--- src/assert_macros.svh ---
// ----------------------------------------------------------------------------
// assert_macros
// Assertion helpers used by the block that checks itself.
// ----------------------------------------------------------------------------
`ifndef ASSERT_MACROS_SVH
`define ASSERT_MACROS_SVH

// Same-cycle implication, disabled while reset is asserted.
`define ASSERT_IMP(lbl, clk, rstn, ante, cons, msg) \
    lbl: assert property (@(posedge clk) disable iff (!(rstn)) (ante) |-> (cons)) \
        else $error(msg);

// Next-cycle implication, disabled while reset is asserted.
`define ASSERT_NXT(lbl, clk, rstn, ante, cons, msg) \
    lbl: assert property (@(posedge clk) disable iff (!(rstn)) (ante) |=> (cons)) \
        else $error(msg);

`endif

--- src/u8d_pkg.sv ---
// ----------------------------------------------------------------------------
// u8d_pkg
// Shared types, constants and lead-byte decoding for the UTF-8 byte decoder.
// ----------------------------------------------------------------------------
`timescale 1ns / 1ps

package u8d_pkg;

    localparam int CP_W     = 21;
    localparam int STATUS_W = 2;
    localparam int QUEUE_DEPTH = 4;

    localparam logic [STATUS_W-1:0] ST_READY = 2'd0;
    localparam logic [STATUS_W-1:0] ST_MORE  = 2'd1;
    localparam logic [STATUS_W-1:0] ST_ERROR = 2'd2;

    localparam logic [7:0] ASCII_MAX  = 8'h7F;
    localparam logic [7:0] LEAD2_MIN  = 8'hC2;
    localparam logic [7:0] LEAD2_MAX  = 8'hDF;
    localparam logic [7:0] LEAD3_MIN  = 8'hE0;
    localparam logic [7:0] LEAD3_SURR = 8'hED;
    localparam logic [7:0] LEAD3_MAX  = 8'hEF;
    localparam logic [7:0] LEAD4_MIN  = 8'hF0;
    localparam logic [7:0] LEAD4_MAX  = 8'hF4;
    localparam logic [7:0] E0_LO      = 8'hA0;
    localparam logic [7:0] ED_HI      = 8'h9F;
    localparam logic [7:0] F0_LO      = 8'h90;
    localparam logic [7:0] F4_HI      = 8'h8F;
    localparam logic [7:0] CONT_LO    = 8'h80;
    localparam logic [7:0] CONT_HI    = 8'hBF;

    // One queue entry: the final result of a byte, optionally preceded by
    // an error beat when a continuation byte fell outside its window.
    typedef struct packed {
        logic                err_first;
        logic [CP_W-1:0]     code_point;
        logic [STATUS_W-1:0] status;
    } entry_t;

    typedef struct packed {
        logic not_empty;
        logic not_full;
    } q_stat_t;

    // Outcome of a byte taken as a lead byte, with the decoder state it leaves.
    typedef struct packed {
        logic [STATUS_W-1:0] status;
        logic [CP_W-1:0]     code_point;
        logic [1:0]          needed;
        logic [CP_W-1:0]     partial;
        logic [7:0]          lo;
        logic [7:0]          hi;
    } lead_t;

    function automatic lead_t take_lead(input logic [7:0] b);
        lead_t l;
        l.status     = ST_ERROR;
        l.code_point = '0;
        l.needed     = 2'd0;
        l.partial    = '0;
        l.lo         = CONT_LO;
        l.hi         = CONT_HI;
        if (b <= ASCII_MAX) begin
            l.status     = ST_READY;
            l.code_point = CP_W'(b);
        end else if (b >= LEAD2_MIN && b <= LEAD2_MAX) begin
            l.status  = ST_MORE;
            l.needed  = 2'd1;
            l.partial = CP_W'(b[4:0]);
        end else if (b >= LEAD3_MIN && b <= LEAD3_MAX) begin
            l.status  = ST_MORE;
            l.needed  = 2'd2;
            l.partial = CP_W'(b[3:0]);
            if (b == LEAD3_MIN) begin
                l.lo = E0_LO;
            end else if (b == LEAD3_SURR) begin
                l.hi = ED_HI;
            end
        end else if (b >= LEAD4_MIN && b <= LEAD4_MAX) begin
            l.status  = ST_MORE;
            l.needed  = 2'd3;
            l.partial = CP_W'(b[2:0]);
            if (b == LEAD4_MIN) begin
                l.lo = F0_LO;
            end else if (b == LEAD4_MAX) begin
                l.hi = F4_HI;
            end
        end
        return l;
    endfunction

endpackage

--- src/u8d_front.sv ---
// ----------------------------------------------------------------------------
// u8d_front
// Accepts bytes, runs the sequence state and pushes one entry per byte.
// ----------------------------------------------------------------------------
`timescale 1ns / 1ps

module u8d_front (
    input  logic                 aclk,
    input  logic                 aresetn,
    input  logic                 s_valid,
    output logic                 s_ready,
    input  logic [7:0]           s_byte_in,
    input  u8d_pkg::q_stat_t     q_stat,
    output logic                 push,
    output u8d_pkg::entry_t      push_entry
);

    logic [u8d_pkg::CP_W-1:0] partial_reg, partial_next;
    logic [1:0]               needed_reg, needed_next;
    logic [1:0]               seen_reg, seen_next;
    logic [7:0]               lo_reg, lo_next;
    logic [7:0]               hi_reg, hi_next;

    u8d_pkg::lead_t           lead;
    logic [u8d_pkg::CP_W-1:0] shifted;
    logic [1:0]               seen_inc;

    assign s_ready = q_stat.not_full;
    assign push    = s_valid && s_ready;

    assign lead     = u8d_pkg::take_lead(s_byte_in);
    assign shifted  = {partial_reg[u8d_pkg::CP_W-7:0], s_byte_in[5:0]};
    assign seen_inc = seen_reg + 2'd1;

    always_comb begin
        push_entry.err_first  = 1'b0;
        push_entry.code_point = lead.code_point;
        push_entry.status     = lead.status;
        partial_next = lead.partial;
        needed_next  = lead.needed;
        seen_next    = 2'd0;
        lo_next      = lead.lo;
        hi_next      = lead.hi;
        if (needed_reg != 2'd0) begin
            if (s_byte_in < lo_reg || s_byte_in > hi_reg) begin
                // Out of window: error, then the byte restarts as a lead.
                push_entry.err_first = 1'b1;
            end else if (seen_inc != needed_reg) begin
                push_entry.code_point = '0;
                push_entry.status     = u8d_pkg::ST_MORE;
                partial_next = shifted;
                needed_next  = needed_reg;
                seen_next    = seen_inc;
                lo_next      = u8d_pkg::CONT_LO;
                hi_next      = u8d_pkg::CONT_HI;
            end else begin
                push_entry.code_point = shifted;
                push_entry.status     = u8d_pkg::ST_READY;
                partial_next = '0;
                needed_next  = 2'd0;
                lo_next      = u8d_pkg::CONT_LO;
                hi_next      = u8d_pkg::CONT_HI;
            end
        end
    end

    always_ff @(posedge aclk) begin
        if (!aresetn) begin
            partial_reg <= '0;
            needed_reg  <= 2'd0;
            seen_reg    <= 2'd0;
            lo_reg      <= u8d_pkg::CONT_LO;
            hi_reg      <= u8d_pkg::CONT_HI;
        end else if (push) begin
            partial_reg <= partial_next;
            needed_reg  <= needed_next;
            seen_reg    <= seen_next;
            lo_reg      <= lo_next;
            hi_reg      <= hi_next;
        end
    end

endmodule

--- src/u8d_fifo.sv ---
// ----------------------------------------------------------------------------
// u8d_fifo
// Short queue of decoded entries between the front and back halves.
// ----------------------------------------------------------------------------
`timescale 1ns / 1ps

module u8d_fifo #(
    parameter int DEPTH = u8d_pkg::QUEUE_DEPTH
) (
    input  logic             aclk,
    input  logic             aresetn,
    input  logic             push,
    input  u8d_pkg::entry_t  push_entry,
    input  logic             pop,
    output u8d_pkg::entry_t  head_entry,
    output u8d_pkg::q_stat_t q_stat
);

    localparam int PTR_W = (DEPTH > 1) ? $clog2(DEPTH) : 1;
    localparam int CNT_W = $clog2(DEPTH + 1);
    localparam logic [PTR_W-1:0] LAST_PTR = PTR_W'(DEPTH - 1);
    localparam logic [CNT_W-1:0] FULL_CNT = CNT_W'(DEPTH);

    u8d_pkg::entry_t  slots [DEPTH];
    logic [PTR_W-1:0] wr_ptr_reg, wr_ptr_next;
    logic [PTR_W-1:0] rd_ptr_reg, rd_ptr_next;
    logic [CNT_W-1:0] count_reg, count_next;

    assign q_stat.not_empty = (count_reg != '0);
    assign q_stat.not_full  = (count_reg != FULL_CNT);
    assign head_entry       = slots[rd_ptr_reg];

    always_comb begin
        wr_ptr_next = wr_ptr_reg;
        rd_ptr_next = rd_ptr_reg;
        count_next  = count_reg;
        if (push) begin
            wr_ptr_next = (wr_ptr_reg == LAST_PTR) ? '0 : wr_ptr_reg + 1'b1;
        end
        if (pop) begin
            rd_ptr_next = (rd_ptr_reg == LAST_PTR) ? '0 : rd_ptr_reg + 1'b1;
        end
        if (push && !pop) begin
            count_next = count_reg + 1'b1;
        end else if (pop && !push) begin
            count_next = count_reg - 1'b1;
        end
    end

    always_ff @(posedge aclk) begin
        if (push) begin
            slots[wr_ptr_reg] <= push_entry;
        end
    end

    always_ff @(posedge aclk) begin
        if (!aresetn) begin
            wr_ptr_reg <= '0;
            rd_ptr_reg <= '0;
            count_reg  <= '0;
        end else begin
            wr_ptr_reg <= wr_ptr_next;
            rd_ptr_reg <= rd_ptr_next;
            count_reg  <= count_next;
        end
    end

endmodule

--- src/u8d_back.sv ---
// ----------------------------------------------------------------------------
// u8d_back
// Expands queue entries into one or two result beats in an output register.
// ----------------------------------------------------------------------------
`timescale 1ns / 1ps

module u8d_back (
    input  logic                         aclk,
    input  logic                         aresetn,
    input  u8d_pkg::q_stat_t             q_stat,
    input  u8d_pkg::entry_t              head_entry,
    output logic                         pop,
    output logic                         m_valid,
    input  logic                         m_ready,
    output logic [u8d_pkg::CP_W-1:0]     m_code_point,
    output logic [u8d_pkg::STATUS_W-1:0] m_status,
    output logic                         m_last
);

    logic                         valid_reg, valid_next;
    logic [u8d_pkg::CP_W-1:0]     cp_reg, cp_next;
    logic [u8d_pkg::STATUS_W-1:0] status_reg, status_next;
    logic                         last_reg, last_next;
    logic                         pend_reg, pend_next;
    logic [u8d_pkg::CP_W-1:0]     pend_cp_reg, pend_cp_next;
    logic [u8d_pkg::STATUS_W-1:0] pend_status_reg, pend_status_next;
    logic                         out_free;

    assign out_free = !valid_reg || m_ready;
    assign pop      = out_free && !pend_reg && q_stat.not_empty;

    always_comb begin
        valid_next       = valid_reg;
        cp_next          = cp_reg;
        status_next      = status_reg;
        last_next        = last_reg;
        pend_next        = pend_reg;
        pend_cp_next     = pend_cp_reg;
        pend_status_next = pend_status_reg;
        if (out_free) begin
            if (pend_reg) begin
                valid_next  = 1'b1;
                cp_next     = pend_cp_reg;
                status_next = pend_status_reg;
                last_next   = 1'b1;
                pend_next   = 1'b0;
            end else if (q_stat.not_empty) begin
                valid_next = 1'b1;
                if (head_entry.err_first) begin
                    cp_next          = '0;
                    status_next      = u8d_pkg::ST_ERROR;
                    last_next        = 1'b0;
                    pend_next        = 1'b1;
                    pend_cp_next     = head_entry.code_point;
                    pend_status_next = head_entry.status;
                end else begin
                    cp_next     = head_entry.code_point;
                    status_next = head_entry.status;
                    last_next   = 1'b1;
                end
            end else begin
                valid_next = 1'b0;
            end
        end
    end

    always_ff @(posedge aclk) begin
        if (!aresetn) begin
            valid_reg <= 1'b0;
            pend_reg  <= 1'b0;
        end else begin
            valid_reg <= valid_next;
            pend_reg  <= pend_next;
        end
        cp_reg          <= cp_next;
        status_reg      <= status_next;
        last_reg        <= last_next;
        pend_cp_reg     <= pend_cp_next;
        pend_status_reg <= pend_status_next;
    end

    assign m_valid      = valid_reg;
    assign m_code_point = cp_reg;
    assign m_status     = status_reg;
    assign m_last       = last_reg;

endmodule

--- src/utf8_byte_decoder_unit.sv ---
// ----------------------------------------------------------------------------
// utf8_byte_decoder_unit
// Strict UTF-8 decoder: one byte in per beat, one or two status beats out.
// ----------------------------------------------------------------------------
//
//   Channel   Direction  Ports                                Beat carries
//   s_        in         s_valid s_ready s_byte_in            one stream byte
//   m_        out        m_valid m_ready m_code_point         one result
//                        m_status m_last
//
// One byte is accepted every cycle while the queue has room. A byte gives
// one result beat, or two when a continuation byte falls outside its window
// (an error beat, then the byte decoded again as a lead byte); the single
// output register therefore sets the rate at one result beat per cycle while
// m_ready is high. Each result passes through the queue and then the output
// register. Reset is synchronous and active low; it clears the sequence
// state, the queue and the output valid. A stall on m_ready fills the queue
// first, and s_ready falls only once the queue is full.
// ----------------------------------------------------------------------------
`timescale 1ns / 1ps
`include "assert_macros.svh"

module utf8_byte_decoder_unit #(
    parameter int FIFO_DEPTH = u8d_pkg::QUEUE_DEPTH
) (
    input  logic                         aclk,
    input  logic                         aresetn,
    input  logic                         s_valid,
    output logic                         s_ready,
    input  logic [7:0]                   s_byte_in,
    output logic                         m_valid,
    input  logic                         m_ready,
    output logic [u8d_pkg::CP_W-1:0]     m_code_point,
    output logic [u8d_pkg::STATUS_W-1:0] m_status,
    output logic                         m_last
);

    // Front to queue: the decoded entry of each accepted byte.
    logic             push;
    u8d_pkg::entry_t  push_entry;
    // Queue to back: the oldest entry and the queue's fill status.
    logic             pop;
    u8d_pkg::entry_t  head_entry;
    u8d_pkg::q_stat_t q_stat;

    // The front keeps the open sequence (partial value, counts and the window
    // for the next continuation byte) and classifies each byte on arrival.
    u8d_front u_front (
        .aclk       (aclk),
        .aresetn    (aresetn),
        .s_valid    (s_valid),
        .s_ready    (s_ready),
        .s_byte_in  (s_byte_in),
        .q_stat     (q_stat),
        .push       (push),
        .push_entry (push_entry)
    );

    u8d_fifo #(
        .DEPTH (FIFO_DEPTH)
    ) u_fifo (
        .aclk       (aclk),
        .aresetn    (aresetn),
        .push       (push),
        .push_entry (push_entry),
        .pop        (pop),
        .head_entry (head_entry),
        .q_stat     (q_stat)
    );

    // The back turns an entry into its result beats and holds each beat in
    // the output register until it is taken.
    u8d_back u_back (
        .aclk         (aclk),
        .aresetn      (aresetn),
        .q_stat       (q_stat),
        .head_entry   (head_entry),
        .pop          (pop),
        .m_valid      (m_valid),
        .m_ready      (m_ready),
        .m_code_point (m_code_point),
        .m_status     (m_status),
        .m_last       (m_last)
    );

    // A code point is only carried by a ready result.
    `ASSERT_IMP(a_cp_zero, aclk, aresetn,
                m_valid && (m_status != u8d_pkg::ST_READY), m_code_point == '0,
                "code point set on a non-ready result")

    // Only the error beat of a two-beat byte lacks last.
    `ASSERT_IMP(a_first_is_error, aclk, aresetn,
                m_valid && !m_last, m_status == u8d_pkg::ST_ERROR,
                "non-last beat is not an error")

    // The second beat of a byte follows its error beat without a gap.
    `ASSERT_NXT(a_second_follows, aclk, aresetn,
                m_valid && m_ready && !m_last, m_valid && m_last,
                "second beat of a byte missing")

    // The queue never grants and pushes when full.
    `ASSERT_IMP(a_no_overflow, aclk, aresetn, push, q_stat.not_full,
                "push into a full queue")

endmodule

--- config.mk ---
export PLATFORM = sky130hd
export DESIGN_NAME = utf8_byte_decoder_unit
export DESIGN_NICKNAME = d
export VERILOG_FILES = /design/src/u8d_pkg.sv /design/src/u8d_front.sv /design/src/u8d_fifo.sv /design/src/u8d_back.sv /design/src/utf8_byte_decoder_unit.sv
export VERILOG_INCLUDE_DIRS = /design/src /design/src/src
export SDC_FILE = /design/constraint.sdc
export NUM_CORES = 1
export LEC_CHECK = 0
export ABC_CLOCK_PERIOD_IN_PS = 3300
export BUFFER_PORTS_ARGS = -buffer_cell sky130_fd_sc_hd__buf_2
export CAP_MARGIN = 20
export CORE_ASPECT_RATIO = 0.75
export CORE_MARGIN = 2
export CORE_UTILIZATION = 50
export DETAILED_ROUTE_END_ITERATION = 10
export HOLD_SLACK_MARGIN = 0.1
export PLACE_DENSITY = 0.67
export SETUP_SLACK_MARGIN = 0.3
export SLEW_MARGIN = 20
export SYNTH_ARGS = -nofsm -noshare
export SYNTH_HDL_FRONTEND = slang
export SYNTH_SLANG_ARGS = --single-unit
--- constraint.sdc ---
create_clock -name aclk -period 3.3 [get_ports aclk]
set_input_delay 0.33 -clock aclk [delete_from_list [all_inputs] [get_ports aclk]]
set_output_delay 0.33 -clock aclk [all_outputs]
set_load 0.02 [all_outputs]
==> results.py <==
metrics = {
    "grt": {
        "grt_pass1_vias": 3972,
        "grtUsageTotal": 0.1988,
        "grt.overflow.total": 0,
        "grt_pass1_wl_um": 22270,
        "antenna_found_initial": 0,
        "grt_max_degree": 50,
    },
    "drt": {
        "firstDrtPassIters": 5,
        "wl_um": 14160,
        "wl_per_cell_um": 20.18,
        "top_layer": "met4",
        "wl_met2_um": 6436,
        "via_count": 4123,
        "drc_errors": 0,
        "routed-wl-met3_um": 853,
        "vias_per_cell": 5.873,
        "met1_length_um": 6537,
        "detail-route-antenna-nets": 0,
        "drt_iter0_markers": 363,
    },
    "sta": {
        "finalSetupTns_ps": 0,
        "max_freq_mhz": 407.6,
        "fin_skew_ps": 9.957,
        "tightest_slew_ps": 867.2,
        "setup_violations": 0,
        "finalHoldWorstSlack_ps": 205.1,
        "relSlewSlack": 0.4219,
        "rsz0062_at_grt": "no",
        "period_needed_ps": 2453,
        "timing.final.crit_share": 0.7434,
        "finalMaxSlewViolations": 0,
        "timing_hold_violations_final": 0,
    },
    "cells_and_area": {
        "mostFrequentLayoutCells": "143 x edfxtp_1, 61 x nand2_1, 37 x buf_2, 34 x dfxtp_1, 31 x o21ai_0",
        "fin_nets": 537,
        "area_delta_synth_final_pct": 13.10,
        "drive_gt1_frac": 0.2182,
        "fin_area_mm2": 0.008135,
        "fillers": 1075,
        "regArea_mm2": 0.004975,
        "multi_input_area_mm2": 0.002022,
        "layout_commonest_cell": "edfxtp_1",
        "antennaDiodeCount": 0,
        "largest_reg_flops": 96,
    },
    "worst_hold_path": {
        "min_path_type": "input pin to flop",
    },
    "worst_setup_path": {
        "worstSetupPathType": "flop to flop",
        "cp-end-kind": "flop",
        "critPathBufInv": 3,
        "worstPathRequired_ps": 3650,
        "path_delay_family": "adder cells",
        "worstSetupStartpointType": "flop",
        "worstPathMaxFanout": 11,
        "critical_path.max_stage_delay_ps": 480,
        "path_cells": "nor3b_4 > inv_4 > nand2_8 > inv_2 > ha_1 > inv_1 > fa_1 > xor2_1 > or3_1 > a21oi_1",
        "critPathArrivalTime_ps": 2800,
        "critPathSlowestCell": "dfxtp_1",
    },
    "placement": {
        "gp_congestion": 0.9333,
        "hpwl_um": 8817,
        "portBuffers": 37,
        "placed_area_mm2": 0.007527,
    },
    "floorplan": {
        "die_x_um": 142.5,
        "io_pins": 38,
        "die_area_mm2": 0.01537,
        "die_h_um": 107.9,
        "core_area_mm2": 0.01389,
        "num_rows": 37,
        "floorplan.initialDensity": 0.5179,
    },
    "logic_synthesis": {
        "synth-main-ff-cell": "edfxtp_1",
        "syn-num-nets": 496,
        "synthCells": 474,
        "synth_cell_types": 56,
        "ys_seq_elements": 177,
        "yosysSeqAreaShare": 0.6916,
        "netlist_area_mm2": 0.007193,
        "async_reset_ff_frac": 0,
        "synth_edf_count": 143,
        "syn_area_per_cell_um2": 15.18,
        "synth_warnings": 0,
    },
    "clock_tree": {
        "clk_path_buf_depth": 2,
        "ctsRootBufferMaster": "clkbuf_16",
        "hold_buffers": 0,
        "cts_resized": 0,
        "cts.sink_count": 177,
        "clk_pin_slew_ps": 70,
        "insertion_delay_ps": 420,
        "htreeDepth": 4,
        "post_cts_buffers": 0,
        "numCtsBuffers": 17,
        "cts_tree": "built",
    },
    "power_and_ir_drop": {
        "powerDensity_mw_per_mm2": 838.9,
        "leakage_nw": 2.914,
        "ir_worst_vdd_mv": 0.3809,
    },
    "status": {
        "status": "finished clean",
    },
    "job": {
        "maxCapViolCount": 0,
    },
}
-- report_power, final --
group	leakage (nW)	switching [mW]	internal (mW)
sequential	1.65	0.132	2.98
clock	0.292	0.851	1.20
combinational	0.975	1.07	0.588
total	2.91	2.05	4.77
-- per-layer routing --
metal,track usage,vias to the layer above
met5,0,-
met4,0.07355,0
met3,0.04093,21
met2,0.2943,162
met1,0.2926,2050
li1,-,1890
-- metrics by stage --
step	std cells	util	setup WS, ps	power, mW
finish	702	0.5858	846.7	6.825
global route	702	0.5858	683.7	7.170
CTS	702	0.5858	850.9	6.887
detailed placement	671	0.5420	885.0	4.839
global placement	671	0.5420	989.1	4.779
floorplan	474	-	983.7	4.329
-- cells by family (layout without fill, tap and decap cells) --
logic type | count (synthesis) | count (layout) | synth area share
xor+xnor | 3 | 3 | 0.003653
compound gates | 75 | 75 | 0.07114
mux | 29 | 29 | 0.08175
fa+ha+maj | 10 | 10 | 0.01844
flops | 177 | 177 | 0.6916
simple gates | 141 | 141 | 0.1054
buf+inv | 39 | 92 | 0.02800
-- tightest hold or removal path, cell delays in order --
cell,delay (ps)
buf_2,80
nor2b_1,60
inv_1,60
a21oi_1,50
-- final timing paths --
| check | cells after the start | start | slack [ps] | end |
|---|---|---|---|---|
| max reg2reg | 10 | u_fifo.count_reg[0] | 850 | u_fifo.count_reg[2] |
| max | 10 | u_fifo.count_reg[0] | 850 | u_fifo.count_reg[2] |
| min | 4 | m_ready | 210 | u_back.m_valid |
| min reg2reg | 1 | u_front.partial_reg[9] | 460 | u_front.partial_reg[9] |
-- cells in the mapped netlist, drive strengths merged, types with 2 or more instances --
| cell | count | area (µm²) |
|---|---|---|
| nand3 | 3 | 15.01 |
| nand2 | 62 | 249.0 |
| a31oi | 3 | 18.77 |
| nor4b | 3 | 41.29 |
| nor4 | 4 | 25.02 |
| xor2 | 2 | 17.52 |
| mux2 | 2 | 26.27 |
| o21a | 2 | 15.01 |
| inv | 15 | 58.81 |
| a32o | 12 | 120.1 |
| ha | 9 | 112.6 |
| nor3b | 6 | 56.31 |
| nor3 | 10 | 50.05 |
| edfxtp | 143 | 4294 |
| a21oi | 11 | 62.56 |
| o21ai | 33 | 165.2 |
| a21o | 3 | 22.52 |
| nor2b | 5 | 31.28 |
| or3b | 2 | 17.52 |
| mux2i | 4 | 43.79 |
| clkbuf | 11 | 41.29 |
| dfxtp | 34 | 680.7 |
| buf | 13 | 101.3 |
| or3 | 4 | 25.02 |
| nor2 | 10 | 37.54 |
| and2 | 18 | 112.6 |
| and3 | 7 | 48.80 |
| a22o | 4 | 35.03 |
| nand4 | 3 | 18.77 |
| mux4 | 23 | 518.0 |
-- layout make-up --
type,instances,share of cell area
clock buffers,18,0.05275
flip-flops and latches,177,0.6115
repair buffers,46,0.03107
inverters,15,0.007229
multi-input cells,258,0.2485
clock inverters,13,0.02199
well taps,175,0.02691
No activity file was read; power rests on OpenSTA's default activity.
